### config.mk
export PLATFORM = sky130hd
export DESIGN_NAME = rtc_seconds_counter_with_slew
export DESIGN_NICKNAME = d
export VERILOG_FILES = /design/src/rtl/rtcs_pkg.sv /design/src/rtl/rtcs_front.sv /design/src/rtl/rtcs_queue.sv /design/src/rtl/rtcs_back.sv /design/src/rtl/rtc_seconds_counter_with_slew.sv
export SDC_FILE = /design/constraint.sdc
export NUM_CORES = 1
export LEC_CHECK = 0
export BUFFER_PORTS_ARGS = -buffer_cell sky130_fd_sc_hd__buf_2
export CAP_MARGIN = 30
export CORE_UTILIZATION = 45
export CTS_BUF_LIST = sky130_fd_sc_hd__clkbuf_2
export DETAILED_ROUTE_END_ITERATION = 10
export PLACE_DENSITY = 0.73
export SLEW_MARGIN = 10
export SYNTH_ARGS = -nofsm -noshare
export SYNTH_HDL_FRONTEND = slang
export SYNTH_HIERARCHICAL = 1
export SYNTH_SLANG_ARGS = --single-unit
### constraint.sdc
create_clock -name aclk -period 8 [get_ports aclk]
set_input_delay 1.6 -clock aclk [delete_from_list [all_inputs] [get_ports aclk]]
set_output_delay 1.6 -clock aclk [all_outputs]
set_load 0.01 [all_outputs]
### src/rtl/rtcs_pkg.sv
// Shared types and constants for the seconds counter with slew correction.
package rtcs_pkg;

    localparam int TIME_W          = 32;
    localparam int ERR_W           = 8;
    localparam int S_TDATA_W       = 32;
    localparam int S_TUSER_W       = 2;
    localparam int M_TDATA_W       = 40;
    localparam int QUEUE_DEPTH_DEF = 2;

    localparam logic [TIME_W-1:0] VALID_FLOOR_RESET = 32'd978307200;
    // Signed window of +-127 seen as an unsigned 32-bit difference
    localparam logic [TIME_W-1:0] SLEW_LIMIT_POS    = 32'd127;
    localparam logic [TIME_W-1:0] SLEW_LIMIT_NEG    = 32'hFFFF_FF81;

    typedef enum logic [1:0] {
        OP_TICK      = 2'd0,
        OP_SET_TIME  = 2'd1,
        OP_SET_ALARM = 2'd2,
        OP_CANCEL    = 2'd3
    } op_t;

    typedef struct packed {
        op_t               op;
        logic [TIME_W-1:0] value;
    } cmd_t;

    typedef struct packed {
        logic full;
        logic empty;
    } queue_status_t;

endpackage

### src/rtl/rtcs_front.sv
// Front stage: accept input transactions, decode the opcode, hand commands to the queue.
module rtcs_front
    import rtcs_pkg::*;
(
    input  logic                 aclk,
    input  logic                 aresetn,
    input  logic                 s_tvalid,
    output logic                 s_tready,
    input  logic [S_TDATA_W-1:0] s_tdata,   // [31:0] value
    input  logic [S_TUSER_W-1:0] s_tuser,   // [1:0] op
    input  queue_status_t        q_status,
    output logic                 push,
    output cmd_t                 push_cmd
);

    logic front_valid_reg, front_valid_next;
    cmd_t front_cmd_reg, front_cmd_next;
    logic accept;

    // Take a new transaction when the stage is empty or drains this cycle
    assign push     = front_valid_reg && !q_status.full;
    assign s_tready = !front_valid_reg || !q_status.full;
    assign accept   = s_tvalid && s_tready;
    assign push_cmd = front_cmd_reg;

    // Decode and hold the command
    always_comb begin
        front_valid_next = front_valid_reg;
        front_cmd_next   = front_cmd_reg;
        if (accept) begin
            front_valid_next     = 1'b1;
            front_cmd_next.op    = op_t'(s_tuser);
            front_cmd_next.value = s_tdata[TIME_W-1:0];
        end else if (push) begin
            front_valid_next = 1'b0;
        end
    end

    always_ff @(posedge aclk) begin
        if (!aresetn) begin
            front_valid_reg <= 1'b0;
        end else begin
            front_valid_reg <= front_valid_next;
        end
    end

    always_ff @(posedge aclk) begin
        front_cmd_reg <= front_cmd_next;
    end

endmodule

### src/rtl/rtcs_queue.sv
// Short command queue between the front and back stages.
module rtcs_queue
    import rtcs_pkg::*;
#(
    parameter int DEPTH = QUEUE_DEPTH_DEF
) (
    input  logic          aclk,
    input  logic          aresetn,
    input  logic          push,
    input  cmd_t          push_cmd,
    input  logic          pop,
    output cmd_t          pop_cmd,
    output queue_status_t status
);

    localparam int PTR_W = (DEPTH > 1) ? $clog2(DEPTH) : 1;
    localparam int CNT_W = $clog2(DEPTH + 1);

    cmd_t             slot_reg [DEPTH];
    logic [PTR_W-1:0] wr_ptr_reg, wr_ptr_next;
    logic [PTR_W-1:0] rd_ptr_reg, rd_ptr_next;
    logic [CNT_W-1:0] count_reg, count_next;
    logic             do_push, do_pop;

    assign status.full  = (count_reg == CNT_W'(DEPTH));
    assign status.empty = (count_reg == '0);
    assign do_push      = push && !status.full;
    assign do_pop       = pop && !status.empty;
    assign pop_cmd      = slot_reg[rd_ptr_reg];

    // Advance pointers with wrap at the queue depth
    always_comb begin
        wr_ptr_next = wr_ptr_reg;
        rd_ptr_next = rd_ptr_reg;
        count_next  = count_reg;
        if (do_push) begin
            wr_ptr_next = (wr_ptr_reg == PTR_W'(DEPTH - 1)) ? '0 : wr_ptr_reg + 1'b1;
        end
        if (do_pop) begin
            rd_ptr_next = (rd_ptr_reg == PTR_W'(DEPTH - 1)) ? '0 : rd_ptr_reg + 1'b1;
        end
        if (do_push && !do_pop) begin
            count_next = count_reg + 1'b1;
        end else if (do_pop && !do_push) begin
            count_next = count_reg - 1'b1;
        end
    end

    always_ff @(posedge aclk) begin
        if (!aresetn) begin
            wr_ptr_reg <= '0;
            rd_ptr_reg <= '0;
            count_reg  <= '0;
        end else begin
            wr_ptr_reg <= wr_ptr_next;
            rd_ptr_reg <= rd_ptr_next;
            count_reg  <= count_next;
        end
    end

    // Store the pushed command
    always_ff @(posedge aclk) begin
        if (do_push) begin
            slot_reg[wr_ptr_reg] <= push_cmd;
        end
    end

endmodule

### src/rtl/rtcs_back.sv
// Back stage: run one command against the clock state and register the result.
module rtcs_back
    import rtcs_pkg::*;
(
    input  logic                 aclk,
    input  logic                 aresetn,
    input  logic                 cfg_valid,
    output logic                 cfg_ready,
    input  logic [TIME_W-1:0]    cfg_data,
    input  queue_status_t        q_status,
    input  cmd_t                 pop_cmd,
    output logic                 pop,
    output logic                 m_tvalid,
    input  logic                 m_tready,
    output logic [M_TDATA_W-1:0] m_tdata
);

    logic [TIME_W-1:0] floor_reg, floor_next;
    logic [TIME_W-1:0] count_reg, count_next;
    logic [ERR_W-1:0]  error_reg, error_next;
    logic [ERR_W-1:0]  budget_reg, budget_next;
    logic [TIME_W-1:0] last_set_reg, last_set_next;
    logic [TIME_W-1:0] alarm_time_reg, alarm_time_next;
    logic              armed_reg, armed_next;
    logic              pending_reg, pending_next;

    logic              out_valid_reg, out_valid_next;
    logic [TIME_W-1:0] out_time_reg, out_time_next;
    logic              out_tvalid_bit_reg, out_tvalid_bit_next;
    logic              out_alarm_reg, out_alarm_next;
    logic              out_slew_reg, out_slew_next;

    logic              slew_active;
    logic [ERR_W-1:0]  err_mag;
    logic              slew_adjust;
    logic [TIME_W-1:0] tick_count;
    logic [TIME_W-1:0] set_diff;
    logic              set_in_window;
    logic [ERR_W-1:0]  set_mag;

    assign cfg_ready = 1'b1;
    assign pop       = !q_status.empty && (!out_valid_reg || m_tready);
    assign m_tvalid  = out_valid_reg;
    assign m_tdata   = {{(M_TDATA_W - TIME_W - 3){1'b0}},
                        out_slew_reg, out_alarm_reg, out_tvalid_bit_reg, out_time_reg};

    // Hold the counter or skip a second while the budget allows it
    assign slew_active = (error_reg != '0) && (budget_reg != '0);
    assign err_mag     = error_reg[ERR_W-1] ? (ERR_W'(0) - error_reg) : error_reg;
    assign slew_adjust = slew_active && ({1'b0, budget_reg} < {err_mag, 1'b0});

    always_comb begin
        tick_count = count_reg + 32'd1;
        if (slew_adjust) begin
            tick_count = error_reg[ERR_W-1] ? count_reg + 32'd2 : count_reg;
        end
    end

    // Classify the set-time difference: slew inside the window, jump outside
    assign set_diff      = count_reg - pop_cmd.value;
    assign set_in_window = (set_diff <= SLEW_LIMIT_POS) || (set_diff >= SLEW_LIMIT_NEG);
    assign set_mag       = (set_diff <= SLEW_LIMIT_POS) ? set_diff[ERR_W-1:0]
                                                        : ERR_W'(32'd0 - set_diff);

    // Execute the popped command
    always_comb begin
        floor_next      = cfg_valid ? cfg_data : floor_reg;
        count_next      = count_reg;
        error_next      = error_reg;
        budget_next     = budget_reg;
        last_set_next   = last_set_reg;
        alarm_time_next = alarm_time_reg;
        armed_next      = armed_reg;
        pending_next    = pending_reg;
        if (pop) begin
            case (pop_cmd.op)
                OP_TICK: begin
                    count_next = tick_count;
                    if (slew_active) begin
                        budget_next = budget_reg - 1'b1;
                        if (slew_adjust) begin
                            error_next = error_reg[ERR_W-1] ? error_reg + 1'b1
                                                            : error_reg - 1'b1;
                        end
                    end
                    if (armed_reg && (tick_count == alarm_time_reg)) begin
                        pending_next = 1'b1;
                    end
                end
                OP_SET_TIME: begin
                    if (set_in_window) begin
                        error_next  = set_diff[ERR_W-1:0];
                        budget_next = {set_mag[ERR_W-2:0], 1'b0};
                    end else begin
                        count_next = pop_cmd.value;
                    end
                    last_set_next = pop_cmd.value;
                end
                OP_SET_ALARM: begin
                    alarm_time_next = count_reg + pop_cmd.value;
                    armed_next      = 1'b1;
                end
                OP_CANCEL: begin
                    armed_next   = 1'b0;
                    pending_next = 1'b0;
                end
                default: begin
                    count_next = count_reg;
                end
            endcase
        end
    end

    // Build the result from the state after the command
    always_comb begin
        out_valid_next      = out_valid_reg;
        out_time_next       = out_time_reg;
        out_tvalid_bit_next = out_tvalid_bit_reg;
        out_alarm_next      = out_alarm_reg;
        out_slew_next       = out_slew_reg;
        if (pop) begin
            out_valid_next      = 1'b1;
            out_time_next       = count_next;
            out_tvalid_bit_next = (count_next >= floor_reg) &&
                                  !((last_set_next != '0) && (count_next < last_set_next));
            out_alarm_next      = pending_next;
            out_slew_next       = (error_next != '0) && (budget_next != '0);
        end else if (m_tready) begin
            out_valid_next = 1'b0;
        end
    end

    always_ff @(posedge aclk) begin
        if (!aresetn) begin
            floor_reg      <= VALID_FLOOR_RESET;
            count_reg      <= '0;
            error_reg      <= '0;
            budget_reg     <= '0;
            last_set_reg   <= '0;
            alarm_time_reg <= '0;
            armed_reg      <= 1'b0;
            pending_reg    <= 1'b0;
            out_valid_reg  <= 1'b0;
        end else begin
            floor_reg      <= floor_next;
            count_reg      <= count_next;
            error_reg      <= error_next;
            budget_reg     <= budget_next;
            last_set_reg   <= last_set_next;
            alarm_time_reg <= alarm_time_next;
            armed_reg      <= armed_next;
            pending_reg    <= pending_next;
            out_valid_reg  <= out_valid_next;
        end
    end

    always_ff @(posedge aclk) begin
        out_time_reg       <= out_time_next;
        out_tvalid_bit_reg <= out_tvalid_bit_next;
        out_alarm_reg      <= out_alarm_next;
        out_slew_reg       <= out_slew_next;
    end

endmodule

### src/rtl/rtc_seconds_counter_with_slew.sv
// Top level of the seconds counter with slew correction and relative alarm.
//
// Usage:
//   s_ channel carries commands: s_tuser is the opcode (tick, set time, set alarm
//   offset, cancel alarm) and s_tdata the 32-bit value. Every command gives exactly
//   one result transaction on the m_ channel: counter, time-valid, alarm and
//   slewing flags. The cfg_ channel writes the valid-time floor; write it only
//   while no command is in flight.
// Data path:
//   A command is registered in the front stage, passes a short queue and is
//   executed by the back stage, which registers the result. One command per
//   cycle is sustained while m_tready stays high.
// Reset:
//   aresetn low clears the counter, slew state, alarm and queue, and loads the
//   floor with its default. All channels are idle after reset.
// Back-pressure:
//   While m_tready is low the result register holds; the queue and the front
//   register keep taking commands until both are full, then s_tready drops.
module rtc_seconds_counter_with_slew
    import rtcs_pkg::*;
#(
    parameter int QUEUE_DEPTH = QUEUE_DEPTH_DEF
) (
    input  logic                 aclk,
    input  logic                 aresetn,
    input  logic                 s_tvalid,
    output logic                 s_tready,
    input  logic [S_TDATA_W-1:0] s_tdata,   // [31:0] value
    input  logic [S_TUSER_W-1:0] s_tuser,   // [1:0] op
    output logic                 m_tvalid,
    input  logic                 m_tready,
    // [31:0] current_time, [32] time_valid, [33] alarm_flag, [34] slewing, [39:35] zero
    output logic [M_TDATA_W-1:0] m_tdata,
    input  logic                 cfg_valid,
    output logic                 cfg_ready,
    input  logic [TIME_W-1:0]    cfg_data
);

    queue_status_t q_status;
    logic          push;
    logic          pop;
    cmd_t          push_cmd;
    cmd_t          pop_cmd;

    rtcs_front u_front (
        .aclk     (aclk),
        .aresetn  (aresetn),
        .s_tvalid (s_tvalid),
        .s_tready (s_tready),
        .s_tdata  (s_tdata),
        .s_tuser  (s_tuser),
        .q_status (q_status),
        .push     (push),
        .push_cmd (push_cmd)
    );

    rtcs_queue #(
        .DEPTH (QUEUE_DEPTH)
    ) u_queue (
        .aclk     (aclk),
        .aresetn  (aresetn),
        .push     (push),
        .push_cmd (push_cmd),
        .pop      (pop),
        .pop_cmd  (pop_cmd),
        .status   (q_status)
    );

    rtcs_back u_back (
        .aclk      (aclk),
        .aresetn   (aresetn),
        .cfg_valid (cfg_valid),
        .cfg_ready (cfg_ready),
        .cfg_data  (cfg_data),
        .q_status  (q_status),
        .pop_cmd   (pop_cmd),
        .pop       (pop),
        .m_tvalid  (m_tvalid),
        .m_tready  (m_tready),
        .m_tdata   (m_tdata)
    );

    // Never pop an empty queue
    assert property (@(posedge aclk) disable iff (!aresetn) pop |-> !q_status.empty)
        else $error("pop from empty command queue");

    // Never push into a full queue
    assert property (@(posedge aclk) disable iff (!aresetn) push |-> !q_status.full)
        else $error("push into full command queue");

    // An accepted transaction is pushed to the queue on the next cycle unless the queue is full
    assert property (@(posedge aclk) disable iff (!aresetn)
        (s_tvalid && s_tready) |=> (push || q_status.full))
        else $error("accepted transaction not forwarded");

    // A popped command always yields a result on the next cycle
    assert property (@(posedge aclk) disable iff (!aresetn) pop |=> m_tvalid)
        else $error("executed command produced no result");

endmodule

== Word level (Yosys, flattened, before mapping) ==
Memory sizes are Yosys's and may differ from the RTL's. A register that Yosys moved wholly into a read port is not among the register bits.
Index checks and enable logic that the tools add are counted.

* ROM bits: 0
* Latch bits: 0
* Logic and storage cells: 114
* Output and inout bits: 43
* Register bits after elaboration: 221
* RAM bits: 68
* Bits of input ports: 71
* Memories kept: 1

{| class="wikitable"
|+ Memories
! name !! depth !! width !! rd ports !! clocked after Yosys merged registers in !! write ports !! RTL line !! text
|-
| u_queue.slot_reg || 2 || 34 || 1 || 1 || 1 || rtcs_queue.sv:19 || <nowiki>cmd_t slot_reg [DEPTH];</nowiki>
|}

* Magnitude comparators: 5
* Shift operators: 0
* Bitwise gates (word level): 0
* Mux-type cells: 35
* Equality and inequality tests: 5
* Reduce and logical (&&, ||, !) cells: 36
* Divide/modulo/power cells: 0
* Multipliers: 0
* Add/subtract/negate cells: 13

{| class="wikitable"
|+ Operator list
! operator !! count
|-
| $mux 32 || 6
|-
| $mux 8 || 9
|-
| $pmux 32 s2 || 1
|-
| $add 32x1->32 const B || 1
|-
| $add 32x2->32 const B || 1
|-
| $add 32x32->32 || 1
|-
| $eq 32x32->1 || 1
|-
| $ge 32x32->1 || 1
|-
| $ge 32x32->1 const B || 1
|-
| $le 32x7->1 const B || 1
|-
| $lt 32x32->1 || 1
|-
| $pmux 8 s2 || 2
|-
| $reduce_bool 32->1 || 1
|-
| $reduce_bool 8->1 || 4
|-
| $sub 32x32->32 || 1
|-
| $sub 8x1->8 const B || 2
|-
| $logic_and 1x1->1 || 13
|-
| $mux 1 || 12
|-
| $lt 8x9->1 || 1
|-
| $add 8x1->8 const B || 1
|-
| $reduce_bool 2->1 || 4
|-
| $sub 1x8->8 const A || 1
|-
| $logic_not 1->1 || 7
|-
| $mux 7 || 1
|-
| 11 further kinds || 20
|}

== Depth between registers and ports, before layout ==
* Word-level depth: 11
* Depth in mapped cells: 34
* Depth with buffers taken out: 31

== Modules after synthesis ==
Netlist, hierarchy kept.

{| class="wikitable"
|+ Modules (own cells, without submodules)
! module !! sequential area each (µm²) !! area each (µm²) !! cells an instance !! times used
|-
| rtcs_back || 3993.8 || 15184.6 || 1861 || 1
|-
| rtcs_queue || 2142.1 || 2686.3 || 131 || 1
|-
| rtcs_front || 1041.0 || 1071.0 || 40 || 1
|}

== Least setup slack after synthesis ==
OpenSTA, ideal clock, no wires.

* Kind: reg-to-reg
* Start: reg (tool-made name)
* End: reg u_back.out_tvalid_bit_reg, data pin
* Setup time: 261 ps
* Path buffers: 3
* Setup slack: 1091 ps
* Stages on the path, launching flop included: 33
* Period minus slack after synthesis: 6909 ps
* Data arrival time: 6647 ps
* Data required time: 7739 ps
* Cells stage by stage: dfxtp_1 -> buf_2 -> buf_4 -> mux2_2 -> ha_1 -> inv_1 -> fa_1 -> a211oi_4 -> o21ai_1 -> nand3_2 -> a31oi_2 -> a31o_1 -> a221o_1 -> or4b_1 -> or4_4 -> nor4_4 -> nor2_1 -> buf_2 -> mux2i_1 -> o21ai_0 -> ha_1 -> a21o_1 -> a21o_1 -> a21oi_1 -> nor2b_1 -> o21ai_0 -> nand2b_1 -> a21oi_1 -> nor2b_1 -> o21ai_0 -> o31ai_1 -> a211oi_1 -> a2bb2oi_1

{| class="wikitable"
|+ RTL lines
! element !! RTL line !! text
|-
| end signal: assignment || rtcs_back.sv:159 || <nowiki>out_tvalid_bit_reg <= out_tvalid_bit_next;</nowiki>
|-
| end: declaration || rtcs_back.sv:29 || <nowiki>logic out_tvalid_bit_reg, out_tvalid_bit_next;</nowiki>
|}

==> out/summary.txt <==
FILL cells: 3789
total iterations of the first detailed-routing run: 6
RSZ-0062 raised after global routing: no
synth warn: 6
Int Pwr: 3.31 mW
die width: 207 um
Worst Path Required: 8.81 ns
fin worst setup slack: 0.366 ns
CTS sink cnt: 290
final slew viol count: 0
clk_lat worst skew: 1.03 ns
Pleak: 9.09 nW
die area: 0.0429 mm^2
cells after synthesis: 2032
arrival time of the worst setup path: 8.44 ns
Remaining DRCs: 0
max_slew headroom: 31.2%
core area: 0.0412 mm^2
asr flop ratio synth: 0%
maxcap violations: 0
reg2reg path depth: 25
Largest register FFs: 68
Initial Utilization: 46.0%
Port Buf Inserts: 107
EDFF count, synth: 137
gpl congestion: 1.06
Max Root-Sink Buffers: 3
GRT overflow: 0
crit share post-route: 95.4%
crit path launch type: register
H-tree levels: 3
r2r endpoint: u_back/out_tvalid_bit_reg
Total Power: 5.94 mW
final hold violation count: 0
Max Fclk: 131 MHz
largest net degree at the start of global routing: 95
FF-to-FF setup slack: 0.37 ns
1st-iter DRT viols: 1647
Clk pin slew, worst setup/hold paths: 0.10 ns
Finished Cell Area: 0.0210 mm^2
Switching Power: 2.63 mW
post-placement worst setup slack: 0.00533 ns
endpoints failing setup: 0
wire length of the first global-routing pass: 89.6 mm
drt via density: 5.89
Routed WL: 58.6 mm
vias in the first global route: 15700
final std cells w/o fill: 2785
Critical Path End: u_back/out_tvalid_bit_reg
TNS Setup: 0 ns
DP Wirelength: 44.3 mm
prevailing post-synth register cell: dfxtp_1
Layout Area Growth over Synthesis: 10.8%
DP Area: 0.0202 mm^2
P per Cell Area: 283 mW/mm^2
#FFs+latches synth: 290
detailed-route via count: 16400
clock power share: 18.0%
total CTS buffers: 78
cts hold-fix bufs: 0
Setup Skew: 0.157 ns
CP Capture Type: register
Detail Route Antenna Nets: 0
post-synthesis sequential area ratio: 37.9%
Placed Cells incl. Taps: 2637
Worst Hold Class: register to register
routed length per placed instance: 21.0 um
Slew @ Worst Pin: 1.02 ns
clk root buf: clkbuf_2
register area: 0.00718 mm^2
Sequential Power Share: 33.1%
initial antenna violation count: 6
peak supply drop: 0.256 mV
Syn Area/Cell: 9.32 um^2
post-synth cell types: 96
status: complete, no violations
CTS tree: done
switch share: 44.2%
Global Route Usage Sum: 26.9%
# IOs: 114
Logic pwr share: 48.9%
Tmin final: 7.63 ns
synthesized cell area: 0.0189 mm^2
multi-input logic area: 0.0108 mm^2
standard-cell row count: 74
Die Y: 207 um
WS Path Type: register to register
crit path max fanout: 30
Nets: 2409
layout cells sized above 1: 18.0%
==> critical path, stage by stage (launching register included) <==
cell	delay (ns)
dfxtp_1	0.46
buf_6	0.34
mux2_2	0.43
inv_1	0.07
ha_1	0.37
a21oi_1	0.29
o211ai_1	0.15
a21oi_1	0.29
a31oi_2	0.11
a31o_1	0.27
a221o_1	0.34
or4b_1	0.56
or4_4	0.54
nor4_4	0.14
buf_4	0.19
or2_4	0.16
buf_4	0.33
o21ai_0	0.15
nand2_1	0.08
o211ai_1	0.19
ha_1	0.39
nand4_1	0.17
nor4_2	0.44
o211ai_1	0.32
a311oi_2	0.45
a2bb2oi_1	0.18
==> layout make-up <==
type / instances / share of cell area [%]
Antenna cell: 6 / 0.0715
Inverter: 117 / 2.09
Multi-Input combinational cell: 1507 / 51.4
Timing Repair Buffer: 192 / 5.68
Tap cell: 532 / 3.17
Sequential cell: 290 / 34.2
Clock inverter: 24 / 0.614
Clock buffer: 117 / 2.79
==> timing repair <==
item,CTS,global route
gates resized for setup,1,5
buffers inserted,0,1
setup endpoints to repair,1,1
pin swaps,0,1
==> through the flow <==
step,util [%],hold slack [ns]
2_1_floorplan,-,0.421
3_3_place_gp,49.1,0.424
3_5_place_dp,49.1,0.430
4_1_cts,50.9,0.388
5_1_grt,50.9,0.418
6_report,51.0,0.387
==> synth_stat cells, types with 15 or more instances <==
| cell type | n | area, um^2 |
|---|---|---|
| dfxtp_1 | 153 | 3060 |
| nand2_1 | 150 | 563 |
| ha_1 | 149 | 1860 |
| edfxtp_1 | 137 | 4110 |
| nor2_1 | 136 | 510 |
| a21oi_1 | 118 | 591 |
| inv_1 | 116 | 435 |
| o21ai_0 | 91 | 455 |
| xnor2_1 | 86 | 753 |
| nor2b_1 | 84 | 526 |
| clkbuf_1 | 82 | 308 |
| mux2i_1 | 76 | 761 |
| and2_1 | 46 | 288 |
| nor3_1 | 43 | 215 |
| mux2_2 | 41 | 462 |
| nand4_1 | 35 | 219 |
| xor2_1 | 34 | 298 |
| o211ai_1 | 33 | 248 |
| nand3_1 | 28 | 140 |
| a21o_1 | 27 | 203 |
| and3_1 | 22 | 138 |
| o211a_1 | 21 | 210 |
| nor4_1 | 17 | 106 |
| o21bai_1 | 16 | 120 |
| buf_2 | 15 | 75.1 |
| nand2b_1 | 15 | 93.8 |
| or3_1 | 15 | 93.8 |
==> logic make-up after synthesis <==
kind of cell,after synthesis,synth area share (%)
AOI/OAI and AO/OA,469,16.9
muxes,117,6.45
buffers and inverters,239,5.44
adders and majority gates,152,10.2
xor gates and xnor gates,120,5.55
other,2,0.0396
DFF,290,37.9
and+or+nand+nor,643,17.6
==> power by group through the flow <==
stage               Combinational (mW)  Clock, mW  Sequential (mW)
floorplan                         1.86          0             2.00
global route                      3.12       1.18             1.98
global placement                  2.75          0             1.99
finish                            2.91       1.07             1.97
detailed placement                2.79          0             1.99
CTS                               2.81       1.10             1.96
==> layout by cell type, fill, tap and decap left out, types with 35 or more instances in the layout <==
| master | synthesis | final |
|---|---|---|
| o21ai_0 | 91 | 91 |
| and2_1 | 46 | 45 |
| mux2i_1 | 76 | 76 |
| mux2_2 | 41 | 41 |
| dfxtp_1 | 153 | 153 |
| nor2_1 | 136 | 135 |
| inv_1 | 116 | 115 |
| nand4_1 | 35 | 35 |
| buf_4 | 13 | 84 |
| ha_1 | 149 | 149 |
| nand2_1 | 150 | 149 |
| xnor2_1 | 86 | 86 |
| nor2b_1 | 84 | 84 |
| clkbuf_2 | 0 | 117 |
| a21oi_1 | 118 | 118 |
| edfxtp_1 | 137 | 137 |
| buf_2 | 15 | 106 |
| nor3_1 | 43 | 43 |
==> layer usage <==
layer	vias to the layer above	GRT usage [%]	wire [um]
met1	7737	34.9	24500
met4	0	14.3	2880
li1	7662	-	-
met2	829	42.6	26400
met3	164	5.00	4780
met5	-	0	0
==> worst min path at each step <==
stage / start / endpoint / slack [ns] / cells after the start
global placement: u_front/push_cmd[21] / u_queue/slot_reg[0][21] / 0.42 / 0
CTS: u_front/push_cmd[12] / u_queue/slot_reg[0][12] / 0.39 / 0
detailed placement: u_front/push_cmd[33] / u_queue/slot_reg[1][33] / 0.43 / 0
floorplan: u_front/push_cmd[0] / u_queue/slot_reg[0][0] / 0.42 / 0
finish: u_front/push_cmd[12] / u_queue/slot_reg[0][12] / 0.39 / 0
global route: u_front/push_cmd[12] / u_queue/slot_reg[0][12] / 0.42 / 0
Note: power is estimated with default switching activity, not from simulation.
